File: config.mk
export PLATFORM = sky130hd
export DESIGN_NAME = fuzzy_match_scorer
export DESIGN_NICKNAME = d
export VERILOG_FILES = /design/src/fms_pkg.sv /design/src/fms_cell.sv /design/src/fuzzy_match_scorer.sv
export SDC_FILE = /design/constraint.sdc
export NUM_CORES = 1
export LEC_CHECK = 0
export BUFFER_PORTS_ARGS = -buffer_cell sky130_fd_sc_hd__buf_2
export CORE_MARGIN = 2
export CORE_UTILIZATION = 56
export DETAILED_ROUTE_END_ITERATION = 7
export HOLD_SLACK_MARGIN = 0.06
export PLACE_DENSITY = 0.86
export REMOVE_ABC_BUFFERS = 1
export SLEW_MARGIN = 10
export SYNTH_ARGS = -nofsm -noshare
export SYNTH_HDL_FRONTEND = slang
export SYNTH_SLANG_ARGS = --single-unit
File: constraint.sdc
create_clock -name clk -period 5.22 [get_ports clk]
set_input_delay 1.044 -clock clk [delete_from_list [all_inputs] [get_ports clk]]
set_output_delay 1.044 -clock clk [all_outputs]
set_load 0.005 [all_outputs]
File: src/fms_pkg.sv
// ----------------------------------------------------------------------------
// fms_pkg: shared types and codes for the fuzzy match scorer
// word layouts, item kinds, match kinds and the per-cell control/status groups
// ----------------------------------------------------------------------------
package fms_pkg;

  // item kinds on the input channel
  localparam logic [1:0] KIND_APPEND = 2'd0;
  localparam logic [1:0] KIND_TARGET = 2'd1;
  localparam logic [1:0] KIND_CLEAR  = 2'd2;

  // result classes
  localparam logic [1:0] MK_NONE   = 2'd0;
  localparam logic [1:0] MK_SUBSEQ = 2'd1;
  localparam logic [1:0] MK_SUBSTR = 2'd2;
  localparam logic [1:0] MK_EMPTY  = 2'd3;

  // score constants, in tenths
  localparam logic [9:0] SCORE_EMPTY    = 10'd10;
  localparam logic [9:0] SCORE_SUBSTR   = 10'd100;
  localparam logic [9:0] SCORE_PER_BYTE = 10'd10;
  localparam logic [9:0] SCORE_SUBSEQ   = 10'd50;

  typedef struct packed {
    logic [1:0] kind;
    logic [7:0] char_byte;
    logic       last;
  } in_word_t;

  typedef struct packed {
    logic signed [9:0] score_tenths;
    logic [1:0]        match_kind;
    logic              accepted;
  } out_word_t;

  // broadcast from the top to every cell
  typedef struct packed {
    logic       step;     // target byte accepted
    logic       restart;  // clear per-target state
    logic       drop;     // query cleared
    logic [7:0] ch;       // folded byte
  } cell_ctl_t;

  // reported by every cell each cycle
  typedef struct packed {
    logic valid;      // cell holds a query byte
    logic miss;       // pointer sits here and byte differs
    logic tail_hit;   // full query ends at this byte
  } cell_stat_t;

  function automatic logic [7:0] fold(input logic [7:0] b);
    logic [7:0] r;
    r = b;
    if (b >= 8'h41 && b <= 8'h5a) begin
      r = b + 8'd32;
    end
    return r;
  endfunction

endpackage

File: src/fms_cell.sv
// ----------------------------------------------------------------------------
// fms_cell: one query position
// holds a query byte, its shift-and prefix bit and the subsequence token
// ----------------------------------------------------------------------------
module fms_cell #(
  parameter bit IS_FIRST = 1'b0
) (
  input  logic                   clk,
  input  logic                   rst_n,
  input  fms_pkg::cell_ctl_t     ctl,
  input  logic                   load,       // store ctl.ch here
  input  logic                   prefix_in,  // prefix bit of left neighbor
  input  logic                   tok_in,     // token handed from the left
  input  logic                   next_valid, // right neighbor holds a byte
  output logic                   prefix_out,
  output logic                   tok_out,
  output fms_pkg::cell_stat_t    stat
);

  logic [7:0] q_r;
  logic       v_r;
  logic       p_r, p_nxt;
  logic       tok_r, tok_nxt;
  logic       eq;

  assign eq         = v_r && (q_r == ctl.ch);
  assign p_nxt      = prefix_in && eq;
  assign tok_out    = tok_r && eq;
  assign tok_nxt    = (tok_r && !eq) || tok_in;
  assign prefix_out = p_r;

  assign stat.valid    = v_r;
  assign stat.miss     = tok_r && v_r && !eq;
  assign stat.tail_hit = p_nxt && v_r && !next_valid;

  always_ff @(posedge clk) begin
    if (load) begin
      q_r <= ctl.ch;
    end
  end

  always_ff @(posedge clk) begin
    if (!rst_n) begin
      v_r   <= 1'b0;
      p_r   <= 1'b0;
      tok_r <= IS_FIRST;
    end else begin
      if (ctl.drop) begin
        v_r <= 1'b0;
      end else if (load) begin
        v_r <= 1'b1;
      end
      if (ctl.restart) begin
        p_r   <= 1'b0;
        tok_r <= IS_FIRST;
      end else if (ctl.step) begin
        p_r   <= p_nxt;
        tok_r <= tok_nxt;
      end
    end
  end

endmodule

File: src/fuzzy_match_scorer.sv
// ----------------------------------------------------------------------------
// fuzzy_match_scorer: streaming fuzzy match of a query against a target
// case-insensitive substring / subsequence scoring in a row of query cells
// ----------------------------------------------------------------------------
// usage:
//   in_ channel carries one word per item: append a query byte, clear the
//   query, or feed a target byte. the target byte flagged last produces one
//   result word on the out_ channel; every other item produces none.
//   appending or clearing the query restarts any target in progress.
// timing:
//   one item per cycle while in_ready is high. each query position is a cell;
//   on a target byte all cells compare in parallel, the prefix bit shifts one
//   cell right and the subsequence token hops at most one cell, so nothing
//   ripples along the row. the result appears in the output register the
//   cycle after the last target byte is taken.
// stalls:
//   the output register frees the input side: a new item is taken while the
//   result register is empty or is being emptied in the same cycle. while a
//   result waits on out_ready, in_ready is low.
// reset:
//   synchronous active-low rst_n empties the query, clears all per-target
//   state and the output valid flag. stored query bytes are not cleared.
// ----------------------------------------------------------------------------
module fuzzy_match_scorer #(
  parameter int QUERY_MAX = 16,
  parameter int GAP_MAX   = 63
) (
  input  logic                 clk,
  input  logic                 rst_n,
  input  logic                 in_valid,
  output logic                 in_ready,
  input  fms_pkg::in_word_t    in_word,
  output logic                 out_valid,
  input  logic                 out_ready,
  output fms_pkg::out_word_t   out_word
);

  localparam int LW = $clog2(QUERY_MAX + 1);
  localparam int GW = $clog2(GAP_MAX + 1);

  // handshake and decode
  logic               in_fire;
  logic               is_append, is_clear, is_target, is_final;
  fms_pkg::cell_ctl_t ctl;

  // query length and per-target state
  logic [LW-1:0] len_r;
  logic          found_r;
  logic [GW-1:0] gap_r, gap_nxt;
  logic          found_nxt, done_nxt;

  // the cell row
  logic [QUERY_MAX:0]     prefix_chain;  // bit i feeds cell i
  logic [QUERY_MAX:0]     tok_chain;
  logic [QUERY_MAX:0]     valid_chain;   // bit i+1 is cell i's right neighbor
  fms_pkg::cell_stat_t    stat [QUERY_MAX];
  logic [QUERY_MAX-1:0]   miss_v, tail_v;
  logic [QUERY_MAX-1:0]   tok_hold_v;    // cell keeps or gets the token

  // result register
  logic               out_valid_r;
  fms_pkg::out_word_t out_word_r, res;

  assign in_ready  = !out_valid_r || out_ready;
  assign in_fire   = in_valid && in_ready;
  assign out_valid = out_valid_r;
  assign out_word  = out_word_r;

  assign is_append = in_fire && (in_word.kind == fms_pkg::KIND_APPEND);
  assign is_clear  = in_fire && (in_word.kind == fms_pkg::KIND_CLEAR);
  assign is_target = in_fire && (in_word.kind == fms_pkg::KIND_TARGET);
  assign is_final  = is_target && in_word.last;

  assign ctl.step    = is_target;
  assign ctl.restart = is_append || is_clear || is_final;
  assign ctl.drop    = is_clear;
  assign ctl.ch      = fms_pkg::fold(in_word.char_byte);

  // the left edge always extends a prefix
  assign prefix_chain[0]         = 1'b1;
  assign tok_chain[0]            = 1'b0;
  assign valid_chain[QUERY_MAX]  = 1'b0;

  for (genvar i = 0; i < QUERY_MAX; i++) begin : g_cell
    logic load_i;
    logic tok_pass;
    assign load_i = is_append && (len_r == LW'(i));

    fms_cell #(
      .IS_FIRST (i == 0)
    ) u_cell (
      .clk        (clk),
      .rst_n      (rst_n),
      .ctl        (ctl),
      .load       (load_i),
      .prefix_in  (prefix_chain[i]),
      .tok_in     (tok_chain[i]),
      .next_valid (valid_chain[i+1]),
      .prefix_out (prefix_chain[i+1]),
      .tok_out    (tok_pass),
      .stat       (stat[i])
    );

    assign tok_chain[i+1] = tok_pass;
    assign valid_chain[i] = stat[i].valid;
    assign miss_v[i]      = stat[i].miss;
    assign tail_v[i]      = stat[i].tail_hit;
    // token stays on a miss, arrives from the left on a match there
    assign tok_hold_v[i]  = stat[i].valid &&
                            (stat[i].miss || tok_chain[i]);
  end

  // state after this target byte
  always_comb begin
    found_nxt = found_r || (|tail_v);
    gap_nxt   = gap_r;
    if ((|miss_v) && (gap_r < GW'(GAP_MAX))) begin
      gap_nxt = gap_r + GW'(1);
    end
    // subsequence done once the token has left the valid cells
    done_nxt = !(|tok_hold_v);
  end

  // scoring
  always_comb begin
    res = '0;
    if (len_r == '0) begin
      res.score_tenths = fms_pkg::SCORE_EMPTY;
      res.match_kind   = fms_pkg::MK_EMPTY;
      res.accepted     = 1'b1;
    end else if (found_nxt) begin
      res.score_tenths = fms_pkg::SCORE_SUBSTR +
                         10'(len_r) * fms_pkg::SCORE_PER_BYTE;
      res.match_kind   = fms_pkg::MK_SUBSTR;
      res.accepted     = 1'b1;
    end else if (done_nxt) begin
      res.score_tenths = fms_pkg::SCORE_SUBSEQ - 10'(gap_nxt);
      res.match_kind   = fms_pkg::MK_SUBSEQ;
      res.accepted     = (10'(gap_nxt) < fms_pkg::SCORE_SUBSEQ);
    end else begin
      res.score_tenths = '0;
      res.match_kind   = fms_pkg::MK_NONE;
      res.accepted     = 1'b0;
    end
  end

  always_ff @(posedge clk) begin
    if (!rst_n) begin
      len_r   <= '0;
      found_r <= 1'b0;
      gap_r   <= '0;
    end else begin
      if (is_clear) begin
        len_r <= '0;
      end else if (is_append && (len_r < LW'(QUERY_MAX))) begin
        len_r <= len_r + LW'(1);
      end
      if (ctl.restart) begin
        found_r <= 1'b0;
        gap_r   <= '0;
      end else if (is_target) begin
        found_r <= found_nxt;
        gap_r   <= gap_nxt;
      end
    end
  end

  // output word register
  always_ff @(posedge clk) begin
    if (!rst_n) begin
      out_valid_r <= 1'b0;
    end else if (is_final) begin
      out_valid_r <= 1'b1;
    end else if (out_ready) begin
      out_valid_r <= 1'b0;
    end
  end

  always_ff @(posedge clk) begin
    if (is_final) begin
      out_word_r <= res;
    end
  end

endmodule
==> run metrics, run 1 <==
WS Path Type=in -> reg; Row Count=between 40 and 50; Final Util=0.644; Die H=around 140 um; Pleak=roughly 3.9 nW; RD Place Congestion=0.937; post-CTS setup buffers=0; final-report setup violation count=0; cell at the slowest stage of the critical path=nor2_1; commonest non-fill, non-tap cell in the layout=edfxtp_1; FF-to-FF path depth=14; Clock Latency Late Sink=0.51 ns; worst hold path depth=2; most frequent cells in the layout=edfxtp_1 (141), nor2_1 (90), xor2_1 (76), nand2_1 (67), dfxtp_1 (60); final cycle utilization of the critical path=0.923; relative slew slack=0.176; sw power=between 0.7 and 0.8 mW; Congestion Overflow GR=0; post_cts resized=0; H-tree levels=1; Iteration-0 DRC Markers=813; hpwl dp=around 16000 um; Port Buffer Count=29; Die W=137 um; Comb power frac=0.063; worst endpoint required time=approximately 5.5 ns; GRT busiest layer=met2; initial cell density of the core=0.571; Reg power frac=0.500; RR Endpoint=out_word[7]; prevailing post-synth register cell=edfxtp_1; antenna-violating nets left=0; largest net degree at the start of global routing=between 40 and 50; grt met2 use=0.397; Slew Limit Fails=0; Root Driver=clkbuf_16; worst r2r src=g_cell[0].u_cell.q_r[4]; vias per inst=slightly above 6; Setup WS pre-CTS=-0.0472 ns; Clock Power Share=0.438; EDFF count, synth=roughly 140; first-pass GRT wire length=36700 um; Slew @ Worst Pin=between 1 and 1.5 ns; antenna diode count=0; # DRC=0; post-layout minimum cycle time=between 4 and 5 ns; Total Nets Final=roughly 970; CTS Sinks=between 200 and 250; GR Layer Usage met3=0.0356; final hold vios=0; run status=completed; Hold Path Class=reg -> reg; WHS=around 0.47 ns; WP buf/inv=1; M1 GR Usage=0.360; Ports=30; Die Area=18700 um^2; Area growth, synth to finish=12.7%; Critical Path Start Type=input port; syn_area_per_cell=11.2 um^2; Pwr Density=just over 300 nW/um^2; MaxCap Viol Count=0; number of fill cells=approximately 1300; Int Pwr=2.68 mW; DR pass1 iterations=5; vias=7193; worst reg2reg setup slack=around 1.1 ns; Placed Area=roughly 10000 um^2; routed len/inst=~20 um; Async SR Flop Fraction=0; GRT Util Overall=0.253; CTS tree=yes; Post-Syn Area=9880 um^2; share of cells above drive strength 1=0.138; maximum clock insertion buffer count=3; Syn. warnings=0; worst path arrival time=about 5.1 ns; Largest stage delay, worst path=between 0.8 and 0.9 ns; Final WS setup=about 0.40 ns; gate family responsible for the most delay along the worst path=simple AND/OR/NAND/NOR gates; Sw Share=0.218; Cell Chain, Critical Path=buf_2 > a21oi_4 > o22ai_1 > nor2_1 > xor2_1 > nor4_2 > nor2_1 > nand4bb_1 > o21ai_1 > mux2_2 > ha_1 > nor3_1 > mux2i_1 > xor2_1 > a22o_1; CP max FO=11; Clock Pin Slew Worst Setup and Hold Paths=approximately 0.06 ns; FMAX=between 200 and 250 MHz; Final Cell Area=~11000 um^2; CTS Buf Count=21; Unique masters post-synth=just under 80; Syn Inst Count=approximately 890; Peak VDD IR=between 0.2 and 0.3 mV; vias in the first global route=slightly below 7000; initial antenna violation count=0; Worst Hold Path EP=g_cell[1].u_cell.prefix_out; sequential area share after synthesis=0.550; core area=17300 um^2; synthesis-stage register bit count=about 200; Clock Skew=a little under 0.01 ns; crit end category=register; RSZ-0062 raised after global routing=false; hold_sp=g_cell[1].u_cell.prefix_out; Post-Route WL=23000 um; Hold-fix buffers, CTS=0
routing by layer:
metal	vias up	share of wire
met3	68	0.070
met1	3472	0.43
met4	0	0.035
li1	3342	-
met5	-	0
met2	311	0.47
stage by stage:
stage | TNS [ns] | total power, mW | instances
floorplan | 0 | 1.86 | 848
global placement | 0 | 1.95 | 1143
detailed placement | -0.0472 | 1.96 | 1143
CTS | 0 | 3.45 | 1181
global route | 0 | 3.52 | 1181
finish | 0 | 3.43 | 1181
kinds of logic (layout without fill, tap and decap cells):
group | Yosys count | count (layout) | synth area share
and+or+nand+nor | 339 | 339 | 0.181
adders and majority gates | 17 | 17 | 0.0223
xor gates and xnor gates | 121 | 121 | 0.109
DFF | 201 | 201 | 0.550
AOI/OAI and AO/OA | 137 | 137 | 0.101
buffers and inverters | 65 | 135 | 0.0310
muxes | 6 | 6 | 0.00646
tightest hold or removal path: cells and delay by family (launching register included):
family	cells	cell delay (ns)
DFF	1	0.32
and+or+nand+nor	1	0.05
AOI/OAI and AO/OA	1	0.05
cell usage after synthesis (all sizes together), types with 4 or more instances:
master | n | area (um^2)
a32oi | 6 | 52.6
xnor2 | 43 | 377
a21o | 6 | 45.0
nor4 | 23 | 186
a21oi | 35 | 186
nand2b | 7 | 43.8
o22ai | 4 | 25.0
and2 | 8 | 50.1
a31oi | 6 | 37.5
dfxtp | 60 | 1200
clkbuf | 17 | 63.8
o2111ai | 8 | 70.1
nand3b | 9 | 67.6
or3 | 11 | 83.8
a22o | 4 | 35.0
xor2 | 78 | 698
nand3 | 38 | 195
o21a | 4 | 30.0
buf | 21 | 141
and3 | 20 | 125
nand2 | 68 | 263
nand4b | 6 | 52.6
nor4b | 4 | 41.3
edfxtp | 141 | 4230
nor2b | 4 | 25.0
inv | 27 | 101
o211ai | 12 | 105
nor3 | 25 | 130
o21ai | 23 | 115
ha | 16 | 200
nor2 | 92 | 355
nand4 | 14 | 87.6
layout make-up:
class,count,area (um^2),share of cell area
Clock inverter,6,62.6,0.00561
Clock buffer,32,638,0.0573
Sequential cell,201,5440,0.488
Tap cell,225,282,0.0253
Multi-Input combinational cell,620,4150,0.372
Timing Repair Buffer,70,478,0.0429
Inverter,27,101,0.00909
power by group through the flow:
| stage | clock, mW | sequential [mW] | combinational (mW) |
|---|---|---|---|
| after global routing | 1.58 | 1.72 | 0.233 |
| after global placement | 0 | 1.75 | 0.202 |
| after CTS | 1.52 | 1.72 | 0.214 |
| final | 1.50 | 1.72 | 0.215 |
| after floorplan | 0 | 1.75 | 0.114 |
| after detailed placement | 0 | 1.75 | 0.211 |
how the worst max path moves through the flow:
stage / start / end / slack, ns / cells after the start
after global routing: in_word[2] / out_word[7] / 0.16 / 15
final: in_word[1] / out_word[7] / 0.40 / 15
after floorplan: in_word[1] / out_word[7] / 0.12 / 14
after CTS: in_word[6] / out_word[7] / 0.47 / 16
after global placement: in_word[7] / out_word[7] / 0.09 / 16
after detailed placement: in_word[6] / out_word[7] / -0.05 / 16
registers in the layout (all words and copies together) (netlist names):
register / count
out_word: 13
out_valid: 1
gap_r: 6
g_cell.u_cell.q_r: 128
g_cell.u_cell.tok_r: 16
g_cell.u_cell.prefix_out: 15
found_r: 1
len_r: 5
g_cell.u_cell.v_r: 16
No activity file was read; power rests on OpenSTA's default activity.
==> run 2, diff against run 1 <==
--- a/config.mk
+++ b/config.mk
@@ -6,6 +6,7 @@
 export NUM_CORES = 1
 export LEC_CHECK = 0
 export BUFFER_PORTS_ARGS = -buffer_cell sky130_fd_sc_hd__buf_2
+export CORE_ASPECT_RATIO = 0.5
 export CORE_MARGIN = 2
 export CORE_UTILIZATION = 56
 export DETAILED_ROUTE_END_ITERATION = 7
==> run 2 against run 1 <==
Effect of this change: first-iteration DRC count up 8.6%; fmax is 0.25% higher; final cell count is the same; worst hold slack worse by 0.011 ns; sequential power is essentially flat; core utilization decreased by 0.072 points; clock power grew 5%; setup slack better by 0.012 ns; via count increased by 2.7%; routed wire length increased by 7.4%; sequential share of layout area about the same; total power rose by 1.9%; highest routed layer unchanged.
==> run metrics, run 2 (same netlist as run 1, synthesis figures left out) <==
run status=completed; RSZ-0062 raised after global routing=false; Slew Limit Fails=0; vias in the first global route=between 7000 and 8000; initial cell density of the core=0.571; share of cells above drive strength 1=0.133; CTS Buf Count=19; FMAX=between 200 and 250 MHz; DR pass1 iterations=5; commonest non-fill, non-tap cell in the layout=edfxtp_1; most frequent cells in the layout=edfxtp_1 (141), nor2_1 (90), xor2_1 (76), nand2_1 (67), dfxtp_1 (60); number of fill cells=roughly 1200; placed cell count=~1100; H-tree levels=1; Die Area=around 19000 um^2; Row Count=34; setup TNS=0 ns; final hold vios=0; post_cts resized=0; Critical Path Start Type=input port; routed len/inst=between 20 and 25 um; Slew @ Worst Pin=about 1.0 ns; top flop regs=g_cell.u_cell.q_r x128, g_cell.u_cell.tok_r x16, g_cell.u_cell.v_r x16; CP max FO=25; Die H=just under 100 um; worst endpoint required time=around 5.5 ns; Clock Latency Late Sink=roughly 0.50 ns; RD Place Congestion=between 0.9 and 1; Total Nets Final=966; Congestion Overflow GR=0; Reg with most FFs=g_cell.u_cell.q_r; final-report setup violation count=0; relative slew slack=0.303; CTS Sinks=about 200; Hold Path Class=reg -> reg; Clock Skew=slightly below 0.009 ns; core area=roughly 17000 um^2; antenna-violating nets left=0; worst path arrival time=around 5 ns; first-pass GRT wire length=38900 um; Post-Route WL=24700 um; Die W=between 150 and 200 um; MaxCap Viol Count=0; GRT Util Overall=0.267; antenna diode count=0; initial antenna violation count=0; # DRC=0; max reg flops=approximately 130; post-layout minimum cycle time=4.80 ns; Iteration-0 DRC Markers=883; hpwl dp=16500 um; Ports=30; Peak VDD IR=~0.18 mV; Hold-fix buffers, CTS=0; final cycle utilization of the critical path=0.920; Port Buffer Count=29; Root Driver=clkbuf_16; Area growth, synth to finish=12.7%; Pleak=~3.9 nW; post-CTS setup buffers=0; largest net degree at the start of global routing=42; vias per inst=around 6.3; fin cells=roughly 1200; WS Path Type=in -> reg; WHS=0.457 ns; worst reg2reg setup slack=about 1.0 ns; total power=roughly 3.5 mW; Pwr Density=314 nW/um^2; CTS tree=yes; maximum clock insertion buffer count=3; vias=about 7400; crit end category=register; Clock Pin Slew Worst Setup and Hold Paths=around 0.06 ns
run 2: cell count changes in the layout (fill, tap and decap cells not counted), sizes merged:
cell / change
buf: -5
bufinv: +5
clkbuf: -11
clkinv: +2
run 2: critical path: stages:
cell and delay [ns]:
buf_2 0.19, ha_1 0.17, and3b_1 0.20, o22ai_1 0.15, nor2_4 0.58, xor2_1 0.25, o311ai_2 0.33, nand4_1 0.12
or3_4 0.41, o21ai_1 0.23, mux2_2 0.40, ha_1 0.24, nor3_1 0.18, mux2i_1 0.12, xor2_1 0.18, a22o_1 0.24
run 2: path summary, 6_finish.rpt:
check                           depth (start not counted)                          end                         from
worst min register to register                          2  g_cell[1].u_cell.prefix_out  g_cell[1].u_cell.prefix_out
worst max register to register                         14                  out_word[7]      g_cell[0].u_cell.q_r[4]
worst min-delay path                                    2  g_cell[1].u_cell.prefix_out  g_cell[1].u_cell.prefix_out
worst max-delay path                                   16                  out_word[7]                   in_word[6]
run 2: stage by stage:
step | instance area (um^2) | utilization | setup WS (ns)
after floorplan | 9680 | - | 0.123
after global placement | 10400 | 0.603 | 0.0993
after detailed placement | 10400 | 0.603 | 0.00785
after CTS | 11100 | 0.643 | 0.510
after global routing | 11100 | 0.644 | 0.196
final | 11100 | 0.644 | 0.415
run 2: metal layers:
| metal | share of wire | global-route usage |
|---|---|---|
| met1 | 0.39 | 0.359 |
| met2 | 0.46 | 0.415 |
| met3 | 0.11 | 0.0708 |
| met4 | 0.034 | 0.107 |
| met5 | 0 | 0 |
run 2: power by group:
group          total, mW  switching (mW)  internal (mW)
Sequential          1.72         0.00356           1.71
Combinational      0.218           0.143         0.0756
Clock               1.57           0.599          0.967
Total               3.50           0.746           2.75
run 2: area by class of cell:
class / instances / area [um^2] / area share
flip-flops and latches: 201 / 5440 / 0.488
multi-input cells: 620 / 4160 / 0.374
clock buffers: 21 / 483 / 0.0433
repair buffers: 65 / 453 / 0.0406
well taps: 234 / 293 / 0.0263
clock inverters: 13 / 215 / 0.0193
inverters: 27 / 101 / 0.00909
==> run 3, diff against run 2 <==
--- a/config.mk
+++ b/config.mk
@@ -6,10 +6,10 @@
 export NUM_CORES = 1
 export LEC_CHECK = 0
 export BUFFER_PORTS_ARGS = -buffer_cell sky130_fd_sc_hd__buf_2
-export CORE_ASPECT_RATIO = 0.5
 export CORE_MARGIN = 2
 export CORE_UTILIZATION = 56
 export DETAILED_ROUTE_END_ITERATION = 7
+export GPL_TIMING_DRIVEN = 0
 export HOLD_SLACK_MARGIN = 0.06
 export PLACE_DENSITY = 0.86
 export REMOVE_ABC_BUFFERS = 1
==> run 3 against run 2 <==
Effect of this change: final cell count shrank 2.3%; setup slack lost 0.29 ns; routed wire length shrank 10%; clock skew grew 0.010 ns; combinational power is essentially flat; die area shrank 0.35%; non-clock buffer count shrank 23; critical path type unchanged.
==> run metrics, run 3 (same netlist as run 1, synthesis figures left out) <==
run status=completed; Slew Limit Fails=0; Root Driver=clkbuf_16; vias=7101; final hold vios=0; top flop regs=g_cell.u_cell.q_r x128, g_cell.u_cell.tok_r x16, g_cell.u_cell.v_r x16; Placed Area=10200 um^2; Final Cell Area=11000 um^2; RD Place Congestion=approximately 0.90; FF-to-FF path depth=13; vias in the first global route=~6800; commonest non-fill, non-tap cell in the layout=edfxtp_1; H-tree levels=1; vias per inst=6.15; WP buf/inv=1; antenna diode count=0; CTS Sinks=approximately 200; maximum clock insertion buffer count=3; FMAX=196 MHz; WP depth=16; CP max FO=27; Slew @ Worst Pin=approximately 1.3 ns; # DRC=0; initial cell density of the core=0.571; Cell Chain, Critical Path=buf_2 > ha_1 > or3_4 > a2bb2oi_4 > nand2_8 > xor2_2 > o311ai_2 > nand4_1 > or3_4 > o21ai_2 > mux2_2 > ha_1 > nor3_1 > mux2i_1 > xor2_1 > a22o_1; gate family responsible for the most delay along the worst path=simple AND/OR/NAND/NOR gates; Port Buffer Count=29; Clock Latency Late Sink=around 0.5 ns; Final Util=0.636; RSZ-0062 raised after global routing=false; Reg with most FFs=g_cell.u_cell.q_r; routed len/inst=between 15 and 20 um; worst endpoint required time=roughly 5.5 ns; CTS Buf Count=21; Pleak=approximately 3.8 nW; crit end category=register; MaxCap Viol Count=0; core area=approximately 17000 um^2; worst hold path depth=2; final-report setup violation count=0; worst path arrival time=approximately 5.3 ns; Hold Path Class=reg -> reg; Die H=137 um; cell at the slowest stage of the critical path=or3_4; WS Path Type=in -> reg; max reg flops=128; share of cells above drive strength 1=0.121; Final WS setup=about 0.12 ns; Pwr Density=about 300 nW/um^2; Congestion Overflow GR=0; post-layout minimum cycle time=between 5 and 6 ns; final cycle utilization of the critical path=0.976; Iteration-0 DRC Markers=slightly below 800; Area growth, synth to finish=11.3%; relative slew slack=0.148; Clock Skew=0.0192 ns; total power=approximately 3.3 mW; Clock Pin Slew Worst Setup and Hold Paths=~0.060 ns; most frequent cells in the layout=edfxtp_1 (141), nor2_1 (89), xor2_1 (76), nand2_1 (67), dfxtp_1 (60); antenna-violating nets left=0; CTS tree=yes; Ports=30; GRT Util Overall=0.239; Largest stage delay, worst path=slightly above 0.5 ns; hpwl dp=around 14000 um; Die Area=18700 um^2; largest net degree at the start of global routing=41; Post-Route WL=22200 um; Row Count=48; Total Nets Final=about 950; DR pass1 iterations=5; Die W=137 um; initial antenna violation count=0; Setup WS pre-CTS=-1.59 ns; Critical Path Start Type=input port; first-pass GRT wire length=about 35000 um; Peak VDD IR=about 0.27 mV
[run 3: power by group]
group	switching (mW)	total (mW)	internal (mW)
Sequential	0.00363	1.72	1.71
Clock	0.592	1.38	0.790
Combinational	0.144	0.215	0.0713
[run 3: cell type report]
cell class / count / area, um^2
sequential: 201 / 5440
multi-input combinational: 621 / 4240
inverter: 27 / 101
timing repair buffer: 42 / 305
tap: 225 / 282
clock inverter: 7 / 42.5
clock buffer: 31 / 593
fill: 1253 / 6290
[run 3: final timing paths]
path	startpoint	end	slack [ns]
max reg2reg	g_cell[11].u_cell.q_r[1]	out_word[7]	1.07
min	g_cell[1].u_cell.prefix_out	g_cell[1].u_cell.prefix_out	0.47
max	in_word[6]	out_word[7]	0.12
min reg2reg	g_cell[1].u_cell.prefix_out	g_cell[1].u_cell.prefix_out	0.47
[run 3: per-layer routing]
metal / wire [um] / up-vias / GRT usage
met5: 0 / - / 0
met3: 1450 / 62 / 0.0370
met1: 9300 / 3451 / 0.320
met4: 651 / 0 / 0.0779
li1: - / 3283 / -
met2: 10900 / 305 / 0.400
[run 3: worst reg2reg max path, delay by kind of cell, from the launching register on]
kind | cells | cell delay [ns]
DFF | 1 | 0.40
and+or+nand+nor | 4 | 1.29
adders and majority gates | 1 | 0.25
muxes | 2 | 0.58
AOI/OAI and AO/OA | 4 | 1.02
xor gates and xnor gates | 2 | 0.37
[run 3: timing repair]
item / in CTS / in global routing
pin swaps: 3 / 5
resized for setup: 12 / 8
hold endpoints to repair: 0 / 0
gates cloned: 1 / 0
endpoints found under the setup margin: 15 / 6
buffers inserted: 2 / 6
hold buffers: 0 / 0
[run 3: stage by stage]
| stage | hold WS [ns] | TNS (ns) | cells |
|---|---|---|---|
| floorplan | 0.432 | 0 | 848 |
| global placement | 0.442 | -95.58 | 1102 |
| detailed placement | 0.452 | -16.75 | 1107 |
| CTS | 0.461 | 0 | 1148 |
| global route | 0.486 | 0 | 1154 |
| finish | 0.466 | 0 | 1154 |
